===== src/rtl/assert_macros.svh =====
// Assertion macros shared by the RTL of the extremum analyzer.
`ifndef ASSERT_MACROS_SVH
`define ASSERT_MACROS_SVH

// Implication checked at every rising clock edge outside reset.
`define SEA_ASSERT_CLK(label, clk, rstn, prop) \
    label: assert property (@(posedge clk) disable iff (!rstn) prop) \
        else $error("assertion failed in sample extremum analyzer");

// Condition that must hold at every rising clock edge outside reset.
`define SEA_ASSERT_ALWAYS(label, clk, rstn, expr) \
    `SEA_ASSERT_CLK(label, clk, rstn, (expr))

`endif


===== src/rtl/sea_pkg.sv =====
// Package of the sample extremum analyzer: widths, limits and result codes.
package sea_pkg;

    localparam int SAMPLE_W = 16;
    localparam int INDEX_W  = 16;
    localparam int COUNT_W  = 16;
    localparam int CURVE_W  = 2;

    localparam logic [INDEX_W-1:0] INDEX_TOP = {INDEX_W{1'b1}};
    localparam logic [COUNT_W-1:0] COUNT_TOP = {COUNT_W{1'b1}};

    typedef enum logic [1:0] {
        MARK_NONE = 2'd0,
        MARK_MIN  = 2'd1,
        MARK_MAX  = 2'd2
    } mark_t;

    localparam logic [CURVE_W-1:0] CURVE_NONMONO    = 2'd0;
    localparam logic [CURVE_W-1:0] CURVE_GROWING    = 2'd1;
    localparam logic [CURVE_W-1:0] CURVE_DECREASING = 2'd2;

endpackage


===== src/rtl/sample_extremum_analyzer_unit.sv =====
// Top level of the sample extremum analyzer: local and global extremum tracking.
//
// Usage: samples enter on the s_ channel (s_sample, s_last) under valid/ready;
// one result item per sample leaves on the m_ channel under valid/ready.
// Each result gives the local mark (minimum, maximum or none) for the sample
// one position back. The result of the item flagged last also carries the
// global minimum and maximum with their first indices, the curve type and
// the swing count; these fields are zero on other results.
// A result is valid in the cycle after its sample is accepted.
// Throughput: one item per cycle while m_ready is high, set by the single result register; the
// window compare and counter update fit between the state and that register.
// s_ready is high while the result register is empty or being drained, so a
// stalled receiver holds the pending result and stops intake after one item.
// Reset (aresetn low, synchronous) empties the result register and clears the
// window, index, global extremes and counts. The same state clears after each
// sample flagged last, so the next sample starts a new sequence at index 0.
module sample_extremum_analyzer_unit (
    input  logic                                aclk,
    input  logic                                aresetn,
    input  logic                                s_valid,
    output logic                                s_ready,
    input  logic signed [sea_pkg::SAMPLE_W-1:0] s_sample,
    input  logic                                s_last,
    output logic                                m_valid,
    input  logic                                m_ready,
    output logic        [sea_pkg::INDEX_W-1:0]  m_mark_position,
    output logic        [1:0]                   m_mark,
    output logic signed [sea_pkg::SAMPLE_W-1:0] m_low_value,
    output logic        [sea_pkg::INDEX_W-1:0]  m_low_index,
    output logic signed [sea_pkg::SAMPLE_W-1:0] m_high_value,
    output logic        [sea_pkg::INDEX_W-1:0]  m_high_index,
    output logic        [sea_pkg::CURVE_W-1:0]  m_curve_type,
    output logic        [sea_pkg::COUNT_W-1:0]  m_swing_count,
    output logic                                m_done_res
);

    `include "assert_macros.svh"

    // Sequence state.
    logic signed [sea_pkg::SAMPLE_W-1:0] older_reg, newer_reg;
    logic        [sea_pkg::INDEX_W-1:0]  index_reg;
    logic signed [sea_pkg::SAMPLE_W-1:0] low_best_reg, high_best_reg;
    logic        [sea_pkg::INDEX_W-1:0]  low_idx_reg, high_idx_reg;
    logic        [sea_pkg::COUNT_W-1:0]  min_cnt_reg, max_cnt_reg;
    logic                                low_loc_reg, high_loc_reg;

    logic signed [sea_pkg::SAMPLE_W-1:0] low_best_next, high_best_next;
    logic        [sea_pkg::INDEX_W-1:0]  low_idx_next, high_idx_next;
    logic        [sea_pkg::INDEX_W-1:0]  index_next;
    logic        [sea_pkg::COUNT_W-1:0]  min_cnt_next, max_cnt_next;
    logic                                low_loc_next, high_loc_next;

    // Result register.
    logic                                valid_reg;
    logic        [sea_pkg::INDEX_W-1:0]  pos_reg;
    sea_pkg::mark_t                      mark_reg;
    logic signed [sea_pkg::SAMPLE_W-1:0] low_val_reg, high_val_reg;
    logic        [sea_pkg::INDEX_W-1:0]  low_out_reg, high_out_reg;
    logic        [sea_pkg::CURVE_W-1:0]  curve_reg;
    logic        [sea_pkg::COUNT_W-1:0]  swing_reg;
    logic                                done_reg;

    logic                                accept;
    logic        [sea_pkg::INDEX_W-1:0]  pos;
    logic                                is_min, is_max, same_pos;
    sea_pkg::mark_t                      mark;
    logic        [sea_pkg::COUNT_W:0]    minima, maxima, swing_wide, marks_sum, locals_sum;
    logic        [sea_pkg::COUNT_W-1:0]  swing;
    logic        [sea_pkg::CURVE_W-1:0]  curve;

    assign s_ready = !valid_reg || m_ready;
    assign accept  = s_valid && s_ready;

    always_comb begin
        pos = (index_reg != '0) ? index_reg - 1'b1 : '0;
        is_min = (index_reg > 16'd1) && (newer_reg < older_reg) && (newer_reg < s_sample);
        is_max = (index_reg > 16'd1) && !is_min
                 && (newer_reg > older_reg) && (newer_reg > s_sample);
        if (is_min) begin
            mark = sea_pkg::MARK_MIN;
        end else if (is_max) begin
            mark = sea_pkg::MARK_MAX;
        end else begin
            mark = sea_pkg::MARK_NONE;
        end

        min_cnt_next = (is_min && min_cnt_reg != sea_pkg::COUNT_TOP)
                       ? min_cnt_reg + 1'b1 : min_cnt_reg;
        max_cnt_next = (is_max && max_cnt_reg != sea_pkg::COUNT_TOP)
                       ? max_cnt_reg + 1'b1 : max_cnt_reg;
        low_loc_next  = low_loc_reg || (is_min && low_idx_reg == pos);
        high_loc_next = high_loc_reg || (is_max && high_idx_reg == pos);

        low_best_next = low_best_reg;
        low_idx_next  = low_idx_reg;
        if (index_reg == '0 || s_sample < low_best_reg) begin
            low_best_next = s_sample;
            low_idx_next  = index_reg;
            low_loc_next  = 1'b0;
        end
        high_best_next = high_best_reg;
        high_idx_next  = high_idx_reg;
        if (index_reg == '0 || s_sample > high_best_reg) begin
            high_best_next = s_sample;
            high_idx_next  = index_reg;
            high_loc_next  = 1'b0;
        end

        index_next = (index_reg < sea_pkg::INDEX_TOP) ? index_reg + 1'b1 : index_reg;

        // A global extreme that is also a local one is counted once.
        same_pos = (low_idx_next == high_idx_next);
        minima = {1'b0, min_cnt_next} - {16'd0, low_loc_next} + {16'd0, !same_pos};
        maxima = {1'b0, max_cnt_next} - {16'd0, high_loc_next} + 17'd1;
        swing_wide = (minima < maxima) ? minima : maxima;
        swing = swing_wide[sea_pkg::COUNT_W] ? sea_pkg::COUNT_TOP
                                             : swing_wide[sea_pkg::COUNT_W-1:0];
        marks_sum  = {1'b0, min_cnt_next} + {1'b0, max_cnt_next};
        locals_sum = {16'd0, low_loc_next} + {16'd0, high_loc_next};
        if (!same_pos && marks_sum == locals_sum) begin
            curve = (low_idx_next < high_idx_next) ? sea_pkg::CURVE_GROWING
                                                   : sea_pkg::CURVE_DECREASING;
        end else begin
            curve = sea_pkg::CURVE_NONMONO;
        end
    end

    always_ff @(posedge aclk) begin
        if (!aresetn) begin
            older_reg     <= '0;
            newer_reg     <= '0;
            index_reg     <= '0;
            low_best_reg  <= '0;
            low_idx_reg   <= '0;
            high_best_reg <= '0;
            high_idx_reg  <= '0;
            min_cnt_reg   <= '0;
            max_cnt_reg   <= '0;
            low_loc_reg   <= 1'b0;
            high_loc_reg  <= 1'b0;
        end else if (accept) begin
            if (s_last) begin
                older_reg     <= '0;
                newer_reg     <= '0;
                index_reg     <= '0;
                low_best_reg  <= '0;
                low_idx_reg   <= '0;
                high_best_reg <= '0;
                high_idx_reg  <= '0;
                min_cnt_reg   <= '0;
                max_cnt_reg   <= '0;
                low_loc_reg   <= 1'b0;
                high_loc_reg  <= 1'b0;
            end else begin
                older_reg     <= newer_reg;
                newer_reg     <= s_sample;
                index_reg     <= index_next;
                low_best_reg  <= low_best_next;
                low_idx_reg   <= low_idx_next;
                high_best_reg <= high_best_next;
                high_idx_reg  <= high_idx_next;
                min_cnt_reg   <= min_cnt_next;
                max_cnt_reg   <= max_cnt_next;
                low_loc_reg   <= low_loc_next;
                high_loc_reg  <= high_loc_next;
            end
        end
    end

    always_ff @(posedge aclk) begin
        if (!aresetn) begin
            valid_reg <= 1'b0;
        end else if (accept) begin
            valid_reg <= 1'b1;
        end else if (m_ready) begin
            valid_reg <= 1'b0;
        end
    end

    always_ff @(posedge aclk) begin
        if (accept) begin
            pos_reg      <= pos;
            mark_reg     <= mark;
            done_reg     <= s_last;
            low_val_reg  <= s_last ? low_best_next : '0;
            low_out_reg  <= s_last ? low_idx_next : '0;
            high_val_reg <= s_last ? high_best_next : '0;
            high_out_reg <= s_last ? high_idx_next : '0;
            curve_reg    <= s_last ? curve : sea_pkg::CURVE_NONMONO;
            swing_reg    <= s_last ? swing : '0;
        end
    end

    assign m_valid         = valid_reg;
    assign m_mark_position = pos_reg;
    assign m_mark          = mark_reg;
    assign m_low_value     = low_val_reg;
    assign m_low_index     = low_out_reg;
    assign m_high_value    = high_val_reg;
    assign m_high_index    = high_out_reg;
    assign m_curve_type    = curve_reg;
    assign m_swing_count   = swing_reg;
    assign m_done_res      = done_reg;

    `SEA_ASSERT_CLK(a_clear_after_last, aclk, aresetn,
        accept && s_last |=> index_reg == '0 && min_cnt_reg == '0 && max_cnt_reg == '0)
    `SEA_ASSERT_CLK(a_index_steps, aclk, aresetn,
        accept && !s_last && index_reg != sea_pkg::INDEX_TOP
        |=> index_reg == $past(index_reg) + 1'b1)
    `SEA_ASSERT_CLK(a_mark_needs_window, aclk, aresetn,
        valid_reg && mark_reg != sea_pkg::MARK_NONE |-> pos_reg != '0)
    `SEA_ASSERT_CLK(a_summary_only_done, aclk, aresetn,
        valid_reg && !done_reg |-> curve_reg == sea_pkg::CURVE_NONMONO && swing_reg == '0)
    `SEA_ASSERT_ALWAYS(a_one_mark, aclk, aresetn, !(is_min && is_max))

endmodule

===== config.mk =====
export PLATFORM = sky130hd
export DESIGN_NAME = sample_extremum_analyzer_unit
export DESIGN_NICKNAME = d
export VERILOG_FILES = /design/src/rtl/sea_pkg.sv /design/src/rtl/sample_extremum_analyzer_unit.sv
export VERILOG_INCLUDE_DIRS = /design/src /design/src/rtl
export SDC_FILE = /design/constraint.sdc
export NUM_CORES = 1
export LEC_CHECK = 0
export ABC_AREA = 1
export BUFFER_PORTS_ARGS = -buffer_cell sky130_fd_sc_hd__buf_2
export CORE_UTILIZATION = 50
export DETAILED_ROUTE_END_ITERATION = 12
export GPL_ROUTABILITY_DRIVEN = 0
export HOLD_SLACK_MARGIN = 0.12
export PLACE_DENSITY_LB_ADDON = 0.2
export SLEW_MARGIN = 20
export SYNTH_ARGS = -nofsm -noshare
export SYNTH_HDL_FRONTEND = slang
export SYNTH_SLANG_ARGS = --single-unit

===== constraint.sdc =====
create_clock -name aclk -period 6.7 [get_ports aclk]
set_input_delay 0.67 -clock aclk [delete_from_list [all_inputs] [get_ports aclk]]
set_output_delay 0.67 -clock aclk [all_outputs]
set_load 0.01 [all_outputs]

==> impl_metrics.yaml <==
grt:
  grt_pass1_vias: 15440
  grt_use_total_pct: 28.10
  antenna_found_initial: 3
  gr-total-overflow: 0
  grt_max_degree: 92
  grt_first_pass_wirelength_mm: 75.68
synthesis:
  synth_compound_area_share_pct: 11.93
  synthSimpleGateAreaFrac_pct: 25.13
  syn_avg_cell_area_um2: 7.398
  synth_edf_count: 101
  synthesis.nets: 2368
  synth_ff_type: "dfxtp_1"
  synthCells: 2193
  synth_xor_xnor_area_share_pct: 4.697
  synth_warnings: 0
  synthDistinctLibCells: 62
  ys_ff_latch: 248
  synth_top_family_by_area: "simple AND/OR/NAND/NOR gates"
  async_flop_share_pct: 0
  syn_area_um2: 16220
  synth-seq-area-share_pct: 36.83
  synthMuxAreaShare_pct: 0
  synthAdderAreaFrac_pct: 11.97
detailed_routing:
  avgRoutedWirePerCell_um: 16.39
  drc: 0
  postRouteAntennaNets: 0
  drt_iter0_markers: 1368
  avgViaCountPerCell: 5.421
  dr.pass1.iters: 5
  routed-via-count: 15930
  totalWireLength_mm: 48.16
clocking:
  cts_hold_buffers: 0
  path_clk_slew_ns: 0.06
  ctsLongestPathBuffers: 3
  cts-root-buf: "clkbuf_16"
  htreeDepth: 1
  cts_buffers: 28
  cts_tree: "built"
  clock_sinks: 248
  clk_latency_ns: 0.56
placement:
  io_buffer_count: 123
  dp_cells: 2793
  dp_hpwl_mm: 31.55
worst_setup_path:
  crit_path_top_delay_cell: "dfxtp_2"
  end_kind: "flip-flop"
  required_ns: 7.02
  critPathMaxStageDelay_ns: 0.33
  worst-setup-path-type: "flip-flop to flip-flop"
  cp.arrival_ns: 7.47
  worstSetupStartpointType: "flip-flop"
  critPathMostFrequentCell: "buf_4"
  path_max_fanout: 6
sta:
  max_slew_margin_pct: 29.58
  max_freq_mhz: 139.9
  tightest_slew_ns: 1.056
  period_needed_ns: 7.150
  setup_ws_ns: -0.4501
  hold_violations: 0
  slew_viol_final: 0
  setup_viol: 16
  finalCritPeriodShare_pct: 106.7
  rsz0062_at_grt: "true"
  clock-skew-final_ns: 0.02150
  fin_setup_tns_ns: -6.274
cells_and_area:
  final_common_cell: "nand2_1"
  final_cell_mix: "530 x nand2_1, 301 x inv_1, 217 x buf_4, 194 x a21oi_1, 165 x nor2_1"
  drive_gt1_share_pct: 23.56
  final_nets: 2687
  fillCellCount: 2615
  syn2layout_area_growth_pct: 27.38
  utilization_pct: 65.16
  fin_cells: 2938
floorplanning:
  die_h_um: 182.1
  dieArea_um2: 33170
  initial_utilization_pct: 51.15
  ios: 124
  die_w_um: 182.1
  row_count: 65
  core_area_um2: 31720
pwr:
  p_leak_nw: 9.567
  power_density_nw_per_um2: 258.7
  fin_total_pwr_w: 0.005345
  vdd_ir_drop_max_mv: 0.2155
worst_hold_path:
  hp-class: "primary input to flip-flop"
run_status:
  run_status: "finished with violations"
  violations: "setup timing"
job:
  drv_cap: 0
## metal layers
layer / part of all wire [%] / global-route usage [%] / up-vias
met4: 4.0 / 11.60 / 2
met1: 41 / 35.51 / 7337
li1: - / - / 7780
met5: 0.023 / 0 / -
met3: 6.8 / 3.891 / 162
met2: 48 / 48.18 / 646
## synth_stat cells, types with 3 or more instances
master | number | area [µm²]
a211oi_1 | 8 | 60.06
a21oi_1 | 200 | 1001
a21oi_2 | 4 | 35.03
and2_1 | 6 | 37.54
buf_2 | 8 | 40.04
buf_4 | 3 | 22.52
clkbuf_1 | 58 | 217.7
clkinv_1 | 3 | 11.26
dfxtp_1 | 147 | 2943
edfxtp_1 | 101 | 3033
ha_1 | 152 | 1902
inv_1 | 311 | 1167
inv_2 | 12 | 45.04
nand2_1 | 575 | 2158
nand2_2 | 13 | 81.33
nand3_1 | 90 | 450.4
nand3_2 | 7 | 70.07
nand3b_1 | 5 | 37.54
nand4_1 | 20 | 125.1
nor2_1 | 171 | 641.9
nor2_2 | 8 | 50.05
nor2_4 | 4 | 45.04
nor3_1 | 18 | 90.09
nor3_2 | 6 | 60.06
nor4_1 | 11 | 68.82
o2111ai_1 | 3 | 26.28
o211ai_1 | 5 | 37.54
o21a_1 | 5 | 37.54
o21ai_0 | 88 | 440.4
o21ai_1 | 6 | 30.03
o21bai_1 | 4 | 30.03
o22ai_1 | 17 | 106.4
or2_2 | 5 | 31.28
xnor2_1 | 16 | 140.1
xor2_1 | 71 | 621.9
## cell type report
cell class                 instances  area, µm²  share of cell area [%]
multi-input combinational       1548       9414                   45.55
sequential                       248       5981                   28.94
tap                              402      503.0                   2.434
inverter                         327       1252                   6.060
timing repair buffer             359       2587                   12.52
clock inverter                    17      165.2                  0.7992
antenna                            2      5.005                 0.02422
clock buffer                      35      758.2                   3.669
## worst paths after layout
check | slack (ns) | to | cells after the start | from
setup reg to reg | -0.45 | m_swing_count[12] | 51 | high_best_reg[1]
hold / removal | 0.42 | newer_reg[4] | 3 | s_sample[4]
hold reg to reg | 0.46 | high_idx_reg[13] | 2 | high_idx_reg[13]
setup / recovery | -0.45 | m_swing_count[12] | 51 | high_best_reg[1]
## critical path, delay by kind of cell, from the launching register on
family	cells	cell delay, ns
adder cells (fa/ha/maj)	6	1.47
AND/OR/NAND/NOR	16	1.73
XOR/XNOR	1	0.22
AO/OA/AOI/OAI	8	1.32
buffers and inverters	20	1.81
flip-flops	1	0.33
## cell families (layout without fill, tap and decap cells)
kind of cell,after synthesis,in the layout
fa+ha+maj,154,154
other cells,0,2
simple gates,952,953
compound gates,354,354
flops,248,248
xor+xnor,87,87
buf+inv,398,738
## stage by stage
step | cell area, µm² | setup WS [ns] | hold slack (ns)
floorplan | 16310 | -0.1767 | 0.4453
detailed placement | 18250 | -0.8904 | 0.4560
finish | 20670 | -0.4501 | 0.4195
global route | 20670 | -0.7793 | 0.4299
CTS | 20260 | 0.01007 | 0.4045
global placement | 18250 | -0.6134 | 0.4519
## report_power, final
group	internal [W]	leakage [nW]	total, W	switching, W
registers	0.00171	2.21	0.00174	0.0000339
clock network	0.000915	0.455	0.00155	0.000637
logic	0.000880	6.90	0.00205	0.00117
## timing repair
item | CTS | global route
cloned | 4 | 2
pin swaps | 25 | 21
setup endpoints to repair | 16 | 17
buffers inserted | 77 | 16
endpoints found under the hold margin | 0 | 0
resized for setup | 85 | 81
Power figures use the tool's default switching activity.
